## config.mk

```make
export PLATFORM = sky130hd
export DESIGN_NAME = riff_wave_chunk_parser
export DESIGN_NICKNAME = d
export VERILOG_FILES = /design/src/sv/rwcp_pkg.sv /design/src/sv/riff_wave_chunk_parser.sv
export VERILOG_INCLUDE_DIRS = /design/src /design/src/sv
export SDC_FILE = /design/constraint.sdc
export NUM_CORES = 2
export LEC_CHECK = 0
export ABC_AREA = 1
export BUFFER_PORTS_ARGS = -buffer_cell sky130_fd_sc_hd__buf_2
export CORE_ASPECT_RATIO = 1.1
export CORE_MARGIN = 10
export CORE_UTILIZATION = 50
export DETAILED_ROUTE_END_ITERATION = 8
export GPL_TIMING_DRIVEN = 0
export PLACE_DENSITY_LB_ADDON = 0.1
export SLEW_MARGIN = 40
export SYNTH_ARGS = -nofsm -noshare
export SYNTH_HDL_FRONTEND = slang
export SYNTH_SLANG_ARGS = --single-unit
```

## constraint.sdc

```tcl
create_clock -name clk -period 8.68 [get_ports clk]
set_input_delay 0.434 -clock clk [delete_from_list [all_inputs] [get_ports clk]]
set_output_delay 0.434 -clock clk [all_outputs]
set_load 0.05 [all_outputs]
```

## src/sv/riff_wave_chunk_parser_macros.svh

```systemverilog
// ----------------------------------------------------------------------------
// RIFF wave chunk parser assertion macros
// Concurrent check wrappers, compiled out when SYNTH is defined.
// ----------------------------------------------------------------------------
`ifndef RIFF_WAVE_CHUNK_PARSER_MACROS_SVH
`define RIFF_WAVE_CHUNK_PARSER_MACROS_SVH

`ifndef SYNTH
// antecedent implies consequent in the same cycle
`define RWCP_ASSERT_SAME(lbl, ante, cons) \
	lbl: assert property (@(posedge clk) disable iff (!arst_n) (ante) |-> (cons)) \
		else $error("rwcp check failed");
// antecedent implies consequent in the next cycle
`define RWCP_ASSERT_NEXT(lbl, ante, cons) \
	lbl: assert property (@(posedge clk) disable iff (!arst_n) (ante) |=> (cons)) \
		else $error("rwcp check failed");
`else
`define RWCP_ASSERT_SAME(lbl, ante, cons)
`define RWCP_ASSERT_NEXT(lbl, ante, cons)
`endif

`endif

```

## src/sv/rwcp_pkg.sv

```systemverilog
// ----------------------------------------------------------------------------
// RIFF wave chunk parser package
// Transaction types, phase encoding and chunk identifiers.
// ----------------------------------------------------------------------------
package rwcp_pkg;

	// result queue depth, in results
	localparam int RWCP_QUEUE_DEPTH = 8;

	// result kinds
	localparam logic [2:0] KIND_SAMPLE = 3'd0;
	localparam logic [2:0] KIND_FORMAT = 3'd1;
	localparam logic [2:0] KIND_DSIZE  = 3'd2;
	localparam logic [2:0] KIND_DONE   = 3'd3;
	localparam logic [2:0] KIND_ERROR  = 3'd4;

	// error codes
	localparam logic [1:0] ERR_RIFF_ID  = 2'd0;
	localparam logic [1:0] ERR_WAVE_ID  = 2'd1;
	localparam logic [1:0] ERR_SHORT    = 2'd2;
	localparam logic [1:0] ERR_NOT_PCM  = 2'd3;

	// ids, byte k of the stream at bits [8k+7:8k]
	localparam logic [31:0] RIFF_ID_LE = 32'h4646_4952;
	localparam logic [31:0] WAVE_ID_LE = 32'h4556_4157;
	// chunk ids as shifted in, first byte on top
	localparam logic [31:0] FMT_ID     = 32'h666D_7420;
	localparam logic [31:0] DATA_ID    = 32'h6461_7461;
	localparam logic [15:0] PCM_CODE   = 16'h0001;

	typedef enum logic [3:0] {
		PH_IDLE = 4'b0001,
		PH_HEAD = 4'b0010,
		PH_CHDR = 4'b0100,
		PH_BODY = 4'b1000
	} phase_t;

	typedef enum logic [1:0] {
		CK_OTHER = 2'd0,
		CK_FMT   = 2'd1,
		CK_DATA  = 2'd2
	} chunk_kind_t;

	typedef struct packed {
		logic [7:0]  data_byte;
		logic [30:0] total_length;
		logic        start_of_file;
	} byte_item_t;

	typedef struct packed {
		logic [2:0]  kind;
		logic [7:0]  sample_byte;
		logic [15:0] num_channels;
		logic [31:0] sample_rate;
		logic [15:0] bits_per_sample;
		logic [31:0] data_size;
		logic [1:0]  error_code;
		logic        last_of_run;
	} result_item_t;

endpackage

```

## src/sv/riff_wave_chunk_parser.sv

```systemverilog
// ----------------------------------------------------------------------------
// RIFF wave chunk parser
// Walks a WAV byte stream, reports format, data size, samples and status.
// ----------------------------------------------------------------------------
//  channel  | handshake          | payload
//  ---------+--------------------+----------------------------------------
//  byte     | byte_valid/stall   | data byte, buffer length, start flag
//  result   | result_valid/stall | kind, sample, format, size, error, last
//
// One byte per cycle while byte_stall is low; the parse of a byte sits
// between the input register and a small result queue, which it writes.
// A byte that causes two results writes both into the queue together.
// byte_stall rises when the queue cannot take two more results beyond the
// byte in flight; it follows the queue fill, set by result_stall.
// Reset clears control state only; the parser waits for a start byte.
`include "riff_wave_chunk_parser_macros.svh"

module riff_wave_chunk_parser
	import rwcp_pkg::*;
#(
	parameter int DEPTH = RWCP_QUEUE_DEPTH
) (
	input  logic         clk,
	input  logic         arst_n,
	input  logic         byte_valid,
	output logic         byte_stall,
	input  byte_item_t   byte_item,
	output logic         result_valid,
	input  logic         result_stall,
	output result_item_t result_item
);

	localparam int PW = (DEPTH > 1) ? $clog2(DEPTH) : 1;
	localparam int CW = $clog2(DEPTH + 1);

	// input stage
	logic       valid_s1;
	byte_item_t item_s1;

	// parser state
	phase_t      phase_q;
	logic [32:0] file_offset_q;
	logic [31:0] riff_size_q;
	logic [31:0] chunk_id_q;
	logic [31:0] chunk_size_q;
	logic [31:0] chunk_pos_q;
	chunk_kind_t chunk_kind_q;
	logic [15:0] comp_word_q;
	logic [15:0] chan_word_q;
	logic [31:0] rate_word_q;

	// next state
	phase_t      phase_n;
	logic [32:0] file_offset_n;
	logic [31:0] riff_size_n;
	logic [31:0] chunk_id_n;
	logic [31:0] chunk_size_n;
	logic [31:0] chunk_pos_n;
	chunk_kind_t chunk_kind_n;
	logic [15:0] comp_word_n;
	logic [15:0] chan_word_n;
	logic [31:0] rate_word_n;
	logic        state_we;

	// results of the byte in stage 1
	result_item_t res0;
	result_item_t res1;
	logic [1:0]   n_push;
	logic         fail_c;

	// result queue
	result_item_t q_mem [DEPTH];
	logic [PW-1:0] wr_ptr_q;
	logic [PW-1:0] rd_ptr_q;
	logic [CW-1:0] cnt_q;
	logic          pop;
	logic [CW:0]   need;

	function automatic logic [PW-1:0] ptr_inc(input logic [PW-1:0] p);
		logic [PW-1:0] r;
		r = (p == PW'(DEPTH - 1)) ? '0 : p + 1'b1;
		return r;
	endfunction

	// admit a byte only if the queue can absorb two results each for it and
	// the byte already in flight
	always_comb begin
		need = {1'b0, cnt_q} + (valid_s1 ? (CW+1)'(4) : (CW+1)'(2));
		byte_stall = (need > (CW+1)'(DEPTH));
	end

	always_ff @(posedge clk or negedge arst_n) begin
		if (!arst_n) begin
			valid_s1 <= 1'b0;
		end else begin
			valid_s1 <= byte_valid && !byte_stall;
		end
	end

	always_ff @(posedge clk) begin
		if (byte_valid && !byte_stall) begin
			item_s1 <= byte_item;
		end
	end

	// byte parse
	always_comb begin
		logic [7:0]  b;
		phase_t      ph;
		logic [32:0] off;
		logic [32:0] end_off;
		logic [2:0]  hp;
		logic [31:0] bp;
		logic [15:0] cw_hi;
		logic        main_v;
		logic        done_v;
		result_item_t main_r;
		result_item_t done_r;
		result_item_t err_r;

		b = item_s1.data_byte;

		// a start byte begins from the cleared file state
		if (item_s1.start_of_file) begin
			ph           = PH_HEAD;
			off          = '0;
			riff_size_n  = '0;
			chunk_id_n   = '0;
			chunk_size_n = '0;
			chunk_pos_n  = '0;
			chunk_kind_n = CK_OTHER;
			comp_word_n  = '0;
			chan_word_n  = '0;
			rate_word_n  = '0;
		end else begin
			ph           = phase_q;
			off          = file_offset_q;
			riff_size_n  = riff_size_q;
			chunk_id_n   = chunk_id_q;
			chunk_size_n = chunk_size_q;
			chunk_pos_n  = chunk_pos_q;
			chunk_kind_n = chunk_kind_q;
			comp_word_n  = comp_word_q;
			chan_word_n  = chan_word_q;
			rate_word_n  = rate_word_q;
		end

		phase_n       = ph;
		file_offset_n = off + 33'd1;
		end_off       = {1'b0, riff_size_n} + 33'd8;
		hp            = chunk_pos_n[2:0];
		bp            = chunk_pos_n;
		cw_hi         = comp_word_n | {b, 8'h00};
		main_v        = 1'b0;
		done_v        = 1'b0;
		fail_c        = 1'b0;
		main_r        = '0;
		done_r        = '0;
		err_r         = '0;
		err_r.kind    = KIND_ERROR;
		done_r.kind   = KIND_DONE;

		case (ph)
			PH_HEAD: begin
				if (off < 33'd4) begin
					if (b != RIFF_ID_LE[{off[1:0], 3'b000} +: 8]) begin
						fail_c           = 1'b1;
						err_r.error_code = ERR_RIFF_ID;
					end
				end else if (off < 33'd8) begin
					riff_size_n[{off[1:0], 3'b000} +: 8] =
						riff_size_n[{off[1:0], 3'b000} +: 8] | b;
				end else if (off < 33'd12) begin
					if (b != WAVE_ID_LE[{off[1:0], 3'b000} +: 8]) begin
						fail_c           = 1'b1;
						err_r.error_code = ERR_WAVE_ID;
					end
				end
				if (!fail_c && off == 33'd11) begin
					if ({2'b00, item_s1.total_length} < end_off) begin
						fail_c           = 1'b1;
						err_r.error_code = ERR_SHORT;
					end else begin
						phase_n     = PH_CHDR;
						chunk_pos_n = '0;
					end
				end
			end
			PH_CHDR: begin
				// id bytes shift in, size bytes land little-endian
				if (hp < 3'd4) begin
					chunk_id_n = {chunk_id_n[23:0], b};
				end else begin
					chunk_size_n[{hp[1:0], 3'b000} +: 8] =
						chunk_size_n[{hp[1:0], 3'b000} +: 8] | b;
				end
				chunk_pos_n = {29'd0, hp} + 32'd1;
				if (hp == 3'd7) begin
					if (chunk_id_n == FMT_ID) begin
						chunk_kind_n = CK_FMT;
					end else if (chunk_id_n == DATA_ID) begin
						chunk_kind_n = CK_DATA;
					end else begin
						chunk_kind_n = CK_OTHER;
					end
					if (chunk_kind_n == CK_DATA) begin
						main_v           = 1'b1;
						main_r.kind      = KIND_DSIZE;
						main_r.data_size = chunk_size_n;
					end
					chunk_pos_n = '0;
					if (chunk_size_n != 32'd0) begin
						phase_n = PH_BODY;
					end else begin
						chunk_id_n   = '0;
						chunk_size_n = '0;
					end
				end
			end
			PH_BODY: begin
				if (chunk_kind_n == CK_DATA) begin
					main_v             = 1'b1;
					main_r.kind        = KIND_SAMPLE;
					main_r.sample_byte = b;
				end else if (chunk_kind_n == CK_FMT) begin
					if (bp == 32'd0) begin
						comp_word_n = {8'h00, b};
					end else if (bp == 32'd1) begin
						comp_word_n = cw_hi;
						if (cw_hi != PCM_CODE) begin
							fail_c           = 1'b1;
							err_r.error_code = ERR_NOT_PCM;
						end
					end else if (bp < 32'd4) begin
						chan_word_n[{bp[0], 3'b000} +: 8] =
							chan_word_n[{bp[0], 3'b000} +: 8] | b;
					end else if (bp < 32'd8) begin
						rate_word_n[{bp[1:0], 3'b000} +: 8] =
							rate_word_n[{bp[1:0], 3'b000} +: 8] | b;
					end else if (bp == 32'd14) begin
						comp_word_n = {8'h00, b};
					end else if (bp == 32'd15) begin
						main_v                 = 1'b1;
						main_r.kind            = KIND_FORMAT;
						main_r.num_channels    = chan_word_n;
						main_r.sample_rate     = rate_word_n;
						main_r.bits_per_sample = cw_hi;
					end
				end
				chunk_pos_n = bp + 32'd1;
				if (bp + 32'd1 == chunk_size_n) begin
					phase_n      = PH_CHDR;
					chunk_pos_n  = '0;
					chunk_id_n   = '0;
					chunk_size_n = '0;
					chunk_kind_n = CK_OTHER;
					comp_word_n  = '0;
					chan_word_n  = '0;
					rate_word_n  = '0;
				end
			end
			default: begin
				phase_n = PH_IDLE;
			end
		endcase

		// walk end
		if (ph != PH_IDLE && !fail_c && phase_n != PH_HEAD &&
		    file_offset_n >= end_off) begin
			done_v  = 1'b1;
			phase_n = PH_IDLE;
		end
		if (fail_c) begin
			phase_n = PH_IDLE;
		end

		// order the results and mark the last one
		res0   = '0;
		res1   = '0;
		n_push = 2'd0;
		if (ph != PH_IDLE) begin
			if (fail_c) begin
				res0             = err_r;
				res0.last_of_run = 1'b1;
				n_push           = 2'd1;
			end else if (main_v && done_v) begin
				res0             = main_r;
				res1             = done_r;
				res1.last_of_run = 1'b1;
				n_push           = 2'd2;
			end else if (main_v) begin
				res0             = main_r;
				res0.last_of_run = 1'b1;
				n_push           = 2'd1;
			end else if (done_v) begin
				res0             = done_r;
				res0.last_of_run = 1'b1;
				n_push           = 2'd1;
			end
		end
		if (!valid_s1) begin
			n_push = 2'd0;
		end
		state_we = valid_s1 && (ph != PH_IDLE);
	end

	// parser state registers
	always_ff @(posedge clk or negedge arst_n) begin
		if (!arst_n) begin
			phase_q       <= PH_IDLE;
			file_offset_q <= '0;
			riff_size_q   <= '0;
			chunk_id_q    <= '0;
			chunk_size_q  <= '0;
			chunk_pos_q   <= '0;
			chunk_kind_q  <= CK_OTHER;
			comp_word_q   <= '0;
			chan_word_q   <= '0;
			rate_word_q   <= '0;
		end else if (state_we) begin
			phase_q       <= phase_n;
			file_offset_q <= file_offset_n;
			riff_size_q   <= riff_size_n;
			chunk_id_q    <= chunk_id_n;
			chunk_size_q  <= chunk_size_n;
			chunk_pos_q   <= chunk_pos_n;
			chunk_kind_q  <= chunk_kind_n;
			comp_word_q   <= comp_word_n;
			chan_word_q   <= chan_word_n;
			rate_word_q   <= rate_word_n;
		end
	end

	// result queue storage
	always_ff @(posedge clk) begin
		if (n_push != 2'd0) begin
			q_mem[wr_ptr_q] <= res0;
		end
		if (n_push == 2'd2) begin
			q_mem[ptr_inc(wr_ptr_q)] <= res1;
		end
	end

	assign result_valid = (cnt_q != '0);
	assign result_item  = q_mem[rd_ptr_q];
	assign pop          = result_valid && !result_stall;

	// queue pointers and fill count
	always_ff @(posedge clk or negedge arst_n) begin
		if (!arst_n) begin
			wr_ptr_q <= '0;
			rd_ptr_q <= '0;
			cnt_q    <= '0;
		end else begin
			if (n_push == 2'd1) begin
				wr_ptr_q <= ptr_inc(wr_ptr_q);
			end else if (n_push == 2'd2) begin
				wr_ptr_q <= ptr_inc(ptr_inc(wr_ptr_q));
			end
			if (pop) begin
				rd_ptr_q <= ptr_inc(rd_ptr_q);
			end
			cnt_q <= cnt_q + CW'(n_push) - CW'(pop);
		end
	end

	`RWCP_ASSERT_SAME(a_fill_bound, 1'b1, cnt_q <= CW'(DEPTH))
	`RWCP_ASSERT_SAME(a_room_for_byte, valid_s1, ({1'b0, cnt_q} + (CW+1)'(2)) <= (CW+1)'(DEPTH))
	`RWCP_ASSERT_NEXT(a_error_stops, valid_s1 && fail_c, phase_q == PH_IDLE)
	`RWCP_ASSERT_SAME(a_done_is_last, result_valid && result_item.kind == KIND_DONE, result_item.last_of_run)

endmodule

```

# == After elaboration in Yosys (flattened, before gate mapping) ==
# Memories as Yosys holds them, arrays and structs flattened.
# Index checks and enable logic that the tools add are counted.
# word_totals
reg_bits,282
ram_bits,880
output_inout_bits,112
mem_count,1
# memory_table
name,words,word_bits,rd,rd_ports_with_merged_regs,write_ports,line_no,rtl
q_mem,8,110,1,0,2,riff_wave_chunk_parser.sv:72,result_item_t q_mem [DEPTH];
# classes
addsub,13
magnitude_cmp,9
eq_ne,24
n_shift,13
muxes,159
bitwise_logic,5
n_reduce_logical,17
# op_table
operator,count
32-bit 2-to-1 mux,32
64-bit 2-to-1 mux,8
110-bit 2-to-1 mux,4
109-bit 2-to-1 mux,4
16-bit 2-to-1 mux,18
32-bit one-hot mux with 2 select lines,2
32-bit bitwise mux,3
32-bit one-hot mux with 3 select lines,1
32-bit by 6-bit indexed part select with 8-bit output,3
8-bit by 7-bit indexed part select with 32-bit output,3
72-bit 2-to-1 mux,1
33-bit by 4-bit less-than comparator with 1-bit output (second input constant),2
32-bit by 31-bit == test with 1-bit output (second input constant),2
32-bit by 4-bit == test with 1-bit output (second input constant),2
8-bit by 7-bit variable shift with 32-bit output (first input constant),2
32-bit by 6-bit indexed part select with 8-bit output (first input constant),2
1-bit 2-to-1 mux,42
2-bit 2-to-1 mux,20
4-bit 2-to-1 mux,9
32-bit by 4-bit adder with 33-bit output (second input constant),1
33-bit by 1-bit adder with 33-bit output (second input constant),1
33-bit by 4-bit == test with 1-bit output (second input constant),1
33-bit greater-or-equal comparator,1
31-bit by 33-bit less-than comparator with 1-bit output,1
44 further kinds,75

# == Depth between registers and ports, before layout ==
# logic_depth
word_depth,26
mapped_depth,44

# == Worst setup path after synthesis ==
# OpenSTA, ideal clock, no wires.
# synth_timing
path_kind,register to register
startpoint,register item_s1[0] (netlist name)
endpoint,memory q_mem[3][0] (netlist name) (enable)
arrival_ns,6.578
required_ns,8.416
slack_ns,1.837
stages_incl_launch_ff,42
path_buffers,8
synth_period_minus_slack_ns,6.843
path_cell_list,edfxtp_1 buf_6 buf_6 buf_4 buf_2 nor2_1 clkbuf_1 ha_1 nand2_1 nor2_1 nand2_1 nor2_2 nand3_2 nor4_2 nand2_1 nor2_1 nand2_1 nor2_1 [6 not listed] a21oi_1 nor2_1 a211oi_1 nand2_1 a21oi_1 nand4_1 nand3_1 inv_1 ha_1 or2_2 nand2_1 ha_1 clkbuf_1 nor3_1 nor2_1 clkbuf_1 clkbuf_1 inv_1
# synth_rtl
item,line_no,rtl
"start, declared",riff_wave_chunk_parser.sv:38,byte_item_t item_s1;
"start signal, assigned",riff_wave_chunk_parser.sv:102,item_s1 <= byte_item;
"end, declared",riff_wave_chunk_parser.sv:72,

==> results.md <==
- Distinct cells, synth: 60
- RSZ-0062 raised after global routing: yes
- CTS tree: done
- H-tree levels: 3
- Fmax: 120 MHz
- Final Net Count: 8285
- CP endpoint kind: register
- Status: complete, no violations
- Leakage: roughly 0.029 uW
- Routed Antenna Nets: 0
- Clk pin slew, worst setup/hold paths: around 60 ps
- Syn_nets: 7932
- Sequential area share after synthesis: 0.442
- GP Congestion: 1.03
- Number of global-route vias before repair: 53361
- PD cells: 386 nW/um^2
- Compound-Gate Fraction of Synth Area: 0.248
- Post-Synth XOR/XNOR Area: 0.0109
- Worst EP arrival: 8780 ps
- Via-to-Cell Ratio: about 5.8
- Routed WL: 226 mm
- Synth Register Bits: approximately 1200
- Slew margin rel.: 0.355
- Final Skew: 50.8 ps
- Hold Vio Cnt, Final: 0
- Tightest Hold Check Type: input port to async pin
- Synthesized instance count: 7793
- Multi-input gate area: 26400 sq um
- CP max stage delay: around 540 ps
- Post-route DRC: 0
- Reg area: 25100 sq um
- GR Overflow Total: 0
- FFs w/ async S/R, synth: 0.208
- Worst path bufs/invs: 14
- Clk sink count: 1162
- Core ar.: 113000 sq um
- Proportion of synthesized area in mux cells: 0
- IO buf count: 155
- Fillers: approximately 11000
- Num CTS Buffers: 121
- Worst VDD drop: 345 uV
- Final hold slack: between 70 and 80 ps
- Placement Rows: 129
- Global-route wire length before repair: 336 mm
- Tot Pwr: 25000 uW
- Measured slew at the worst slew-check pin: 957 ps
- Startpoint types: register
- Worst Setup Path Type: register to register
- Fin crit period: between 8000 and 9000 ps
- Syn. warnings: 0
- Deepest clock path buffer count: 3
- Final HPWL DP: 175 mm
- Worst skew pair latency: 780 ps
- Post-synth EDFFs: 64
- Vias after detailed routing: 56988
- Final slew viol count: 0
- Required @ worst endpoint: 9150 ps
- Combinational family with the most area after synthesis: compound AO/OA/AOI/OAI gates
- GRT Resource Usage Total: 0.340
- Iteration count of the initial detailed-routing pass: 7
- Final setup viols: 0
- Ports: 156
- Syn_area_per_cell: 7.29 sq um
- Crit-path max FO: 19
- Top delay family on crit path: buffers and inverters
- Tcrit/Tclk final: 0.957
- Number of DRC markers in iteration 0: 5861
- Largest net degree at the start of global routing: 67
- Chip Width: 342 um
- Area growth, synth to finish: 14.0%
- Initial antenna violation count: 2
- Syn Std Cell Area: 56800 sq um
- Max-cap viol count: 0
- Synth Area in Adders: 0.0212
- Initial Util: 0.505
- Die Y: 374 um
- Slowest cell on crit path: buf_2
- Die area: 128000 sq um
- Share of post-route cells with drive strength above 1: 0.0780
- Simple-gate portion of the synthesized area: 0.181
- Clock Tree Root: clkbuf_16
- Wire per inst: 23.2 um
- Predominant post-synthesis flop cell: dfxtp_1
==> cells in the mapped netlist (all sizes together), types with 4 or more instances <==
cell       n  share of area
nand2   1505           0.10
o21ai   1106          0.097
inv      915          0.060
dfxtp    856           0.30
a21oi    708          0.062
nor2     630          0.043
o22ai    445          0.049
clkbuf   419          0.028
dfrtp    241           0.11
nand3    168          0.015
a31oi    118          0.013
ha        93          0.020
buf       91         0.0093
nand4     65         0.0090
edfxtp    64          0.034
nor3      63         0.0072
xor2      56         0.0086
a22oi     46         0.0061
o211ai    41         0.0054
nor4      34         0.0042
o32ai     20         0.0031
a32o      14         0.0025
o221ai    12         0.0018
a221oi    11         0.0017
o31ai     10         0.0013
o41ai      7         0.0011
xnor2      7         0.0011
a21o       5        0.00066
a22o       5        0.00077
clkinv     5        0.00033
nand3b     5        0.00066
o311ai     5        0.00077
and3       4        0.00044
==> through the flow <==
stage / TNS (ps) / area, sq um / cells / setup WS, ps / util
after floorplan: 0 / 56800 / 7793 / 1840 / -
after global placement: -975860 / 59500 / 9454 / -2240 / 0.528
after detailed placement: -505180 / 60000 / 9471 / -1360 / 0.533
after CTS: 0 / 64600 / 9729 / 6.05 / 0.573
after global routing: -44.1 / 64800 / 9747 / -14.9 / 0.575
final: 0 / 64800 / 9750 / 371 / 0.575
==> timing repair <==
item | 4_1_cts | 5_1_grt
endpoints found under the hold margin | 173 | 0
hold buffers | 42 | 0
resized for setup | 56 | 63
buffers inserted | 1 | 20
pin swaps | 2 | 7
endpoints found under the setup margin | 871 | 871
==> metal layers <==
| metal | vias up | GRT usage | wire, um |
|---|---|---|---|
| met5 | - | 0 | 0 |
| met4 | 0 | 0.177 | 13200 |
| met3 | 570 | 0.0606 | 18600 |
| met2 | 2508 | 0.547 | 102000 |
| met1 | 26885 | 0.432 | 92100 |
| li1 | 27025 | - | - |
==> registers in the layout, indices dropped and copies added (netlist names), 16 cells and up <==
| register | count |
|---|---|
| q_mem | 880 |
| item_s1 | 40 |
| file_offset_q | 33 |
| chunk_id_q | 32 |
| chunk_pos_q | 32 |
| chunk_size_q | 32 |
| rate_word_q | 32 |
| riff_size_q | 32 |
| chan_word_q | 16 |
| comp_word_q | 16 |
==> area by class of cell <==
class                           instances  area share
Sequential cell                      1162       0.388
Antenna cell                            3    0.000116
Clock inverter                         40     0.00628
Buffer                                505      0.0344
Multi-Input combinational cell       5201       0.407
Timing Repair Buffer                  235      0.0269
Inverter                              920      0.0535
Clock buffer                          178      0.0550
Tap cell                             1506      0.0291
==> power by group <==
part / switching (uW) / internal [uW]
combinational: 9220 / 3260
clock: 2330 / 2930
sequential: 496 / 6790
==> cell families (layout without fill, tap and decap cells) <==
logic type | Yosys count | in the layout
adders and majority gates | 95 | 95
DFF | 1162 | 1162
xor gates and xnor gates | 66 | 66
and+or+nand+nor | 2481 | 2481
AOI/OAI and AO/OA | 2559 | 2559
buffers and inverters | 1430 | 1878
other | 0 | 3
==> layout by cell type (no fill, tap or decap), types with 91 or more instances in the layout <==
| cell type | synthesis | final |
|---|---|---|
| a31oi_1 | 118 | 117 |
| o22ai_1 | 445 | 445 |
| dfrtp_1 | 241 | 241 |
| clkbuf_16 | 0 | 124 |
| o21ai_0 | 1028 | 1027 |
| buf_2 | 32 | 191 |
| clkbuf_1 | 419 | 365 |
| ha_1 | 93 | 91 |
| inv_1 | 895 | 890 |
| nand3_1 | 164 | 164 |
| a21oi_1 | 707 | 707 |
| nor2_1 | 604 | 593 |
| nand2_1 | 1492 | 1492 |
| dfxtp_1 | 856 | 856 |
==> worst paths after layout <==
path | start | to | slack [ps] | cells past startpoint
worst min-delay path | arst_n | file_offset_q[17]$_DFFE_PN0P_ | 80 | 2
max in group asynchronous | arst_n | phase_q[0]$_DFFE_PN1P_ | 7650 | 4
worst max-delay path | item_s1[0]$_DFFE_PP_ | q_mem[0][0]$_DFFE_PP_ | 370 | 32
min in group clk | result_stall | rd_ptr_q[0]$_DFFE_PN0P_ | 120 | 4
worst min register to register | q_mem[0][88]$_SDFFE_PP0P_ | q_mem[0][88]$_SDFFE_PP0P_ | 450 | 2
worst max register to register | item_s1[0]$_DFFE_PP_ | q_mem[0][0]$_DFFE_PP_ | 370 | 32
Note: power is estimated with default switching activity, not from simulation.
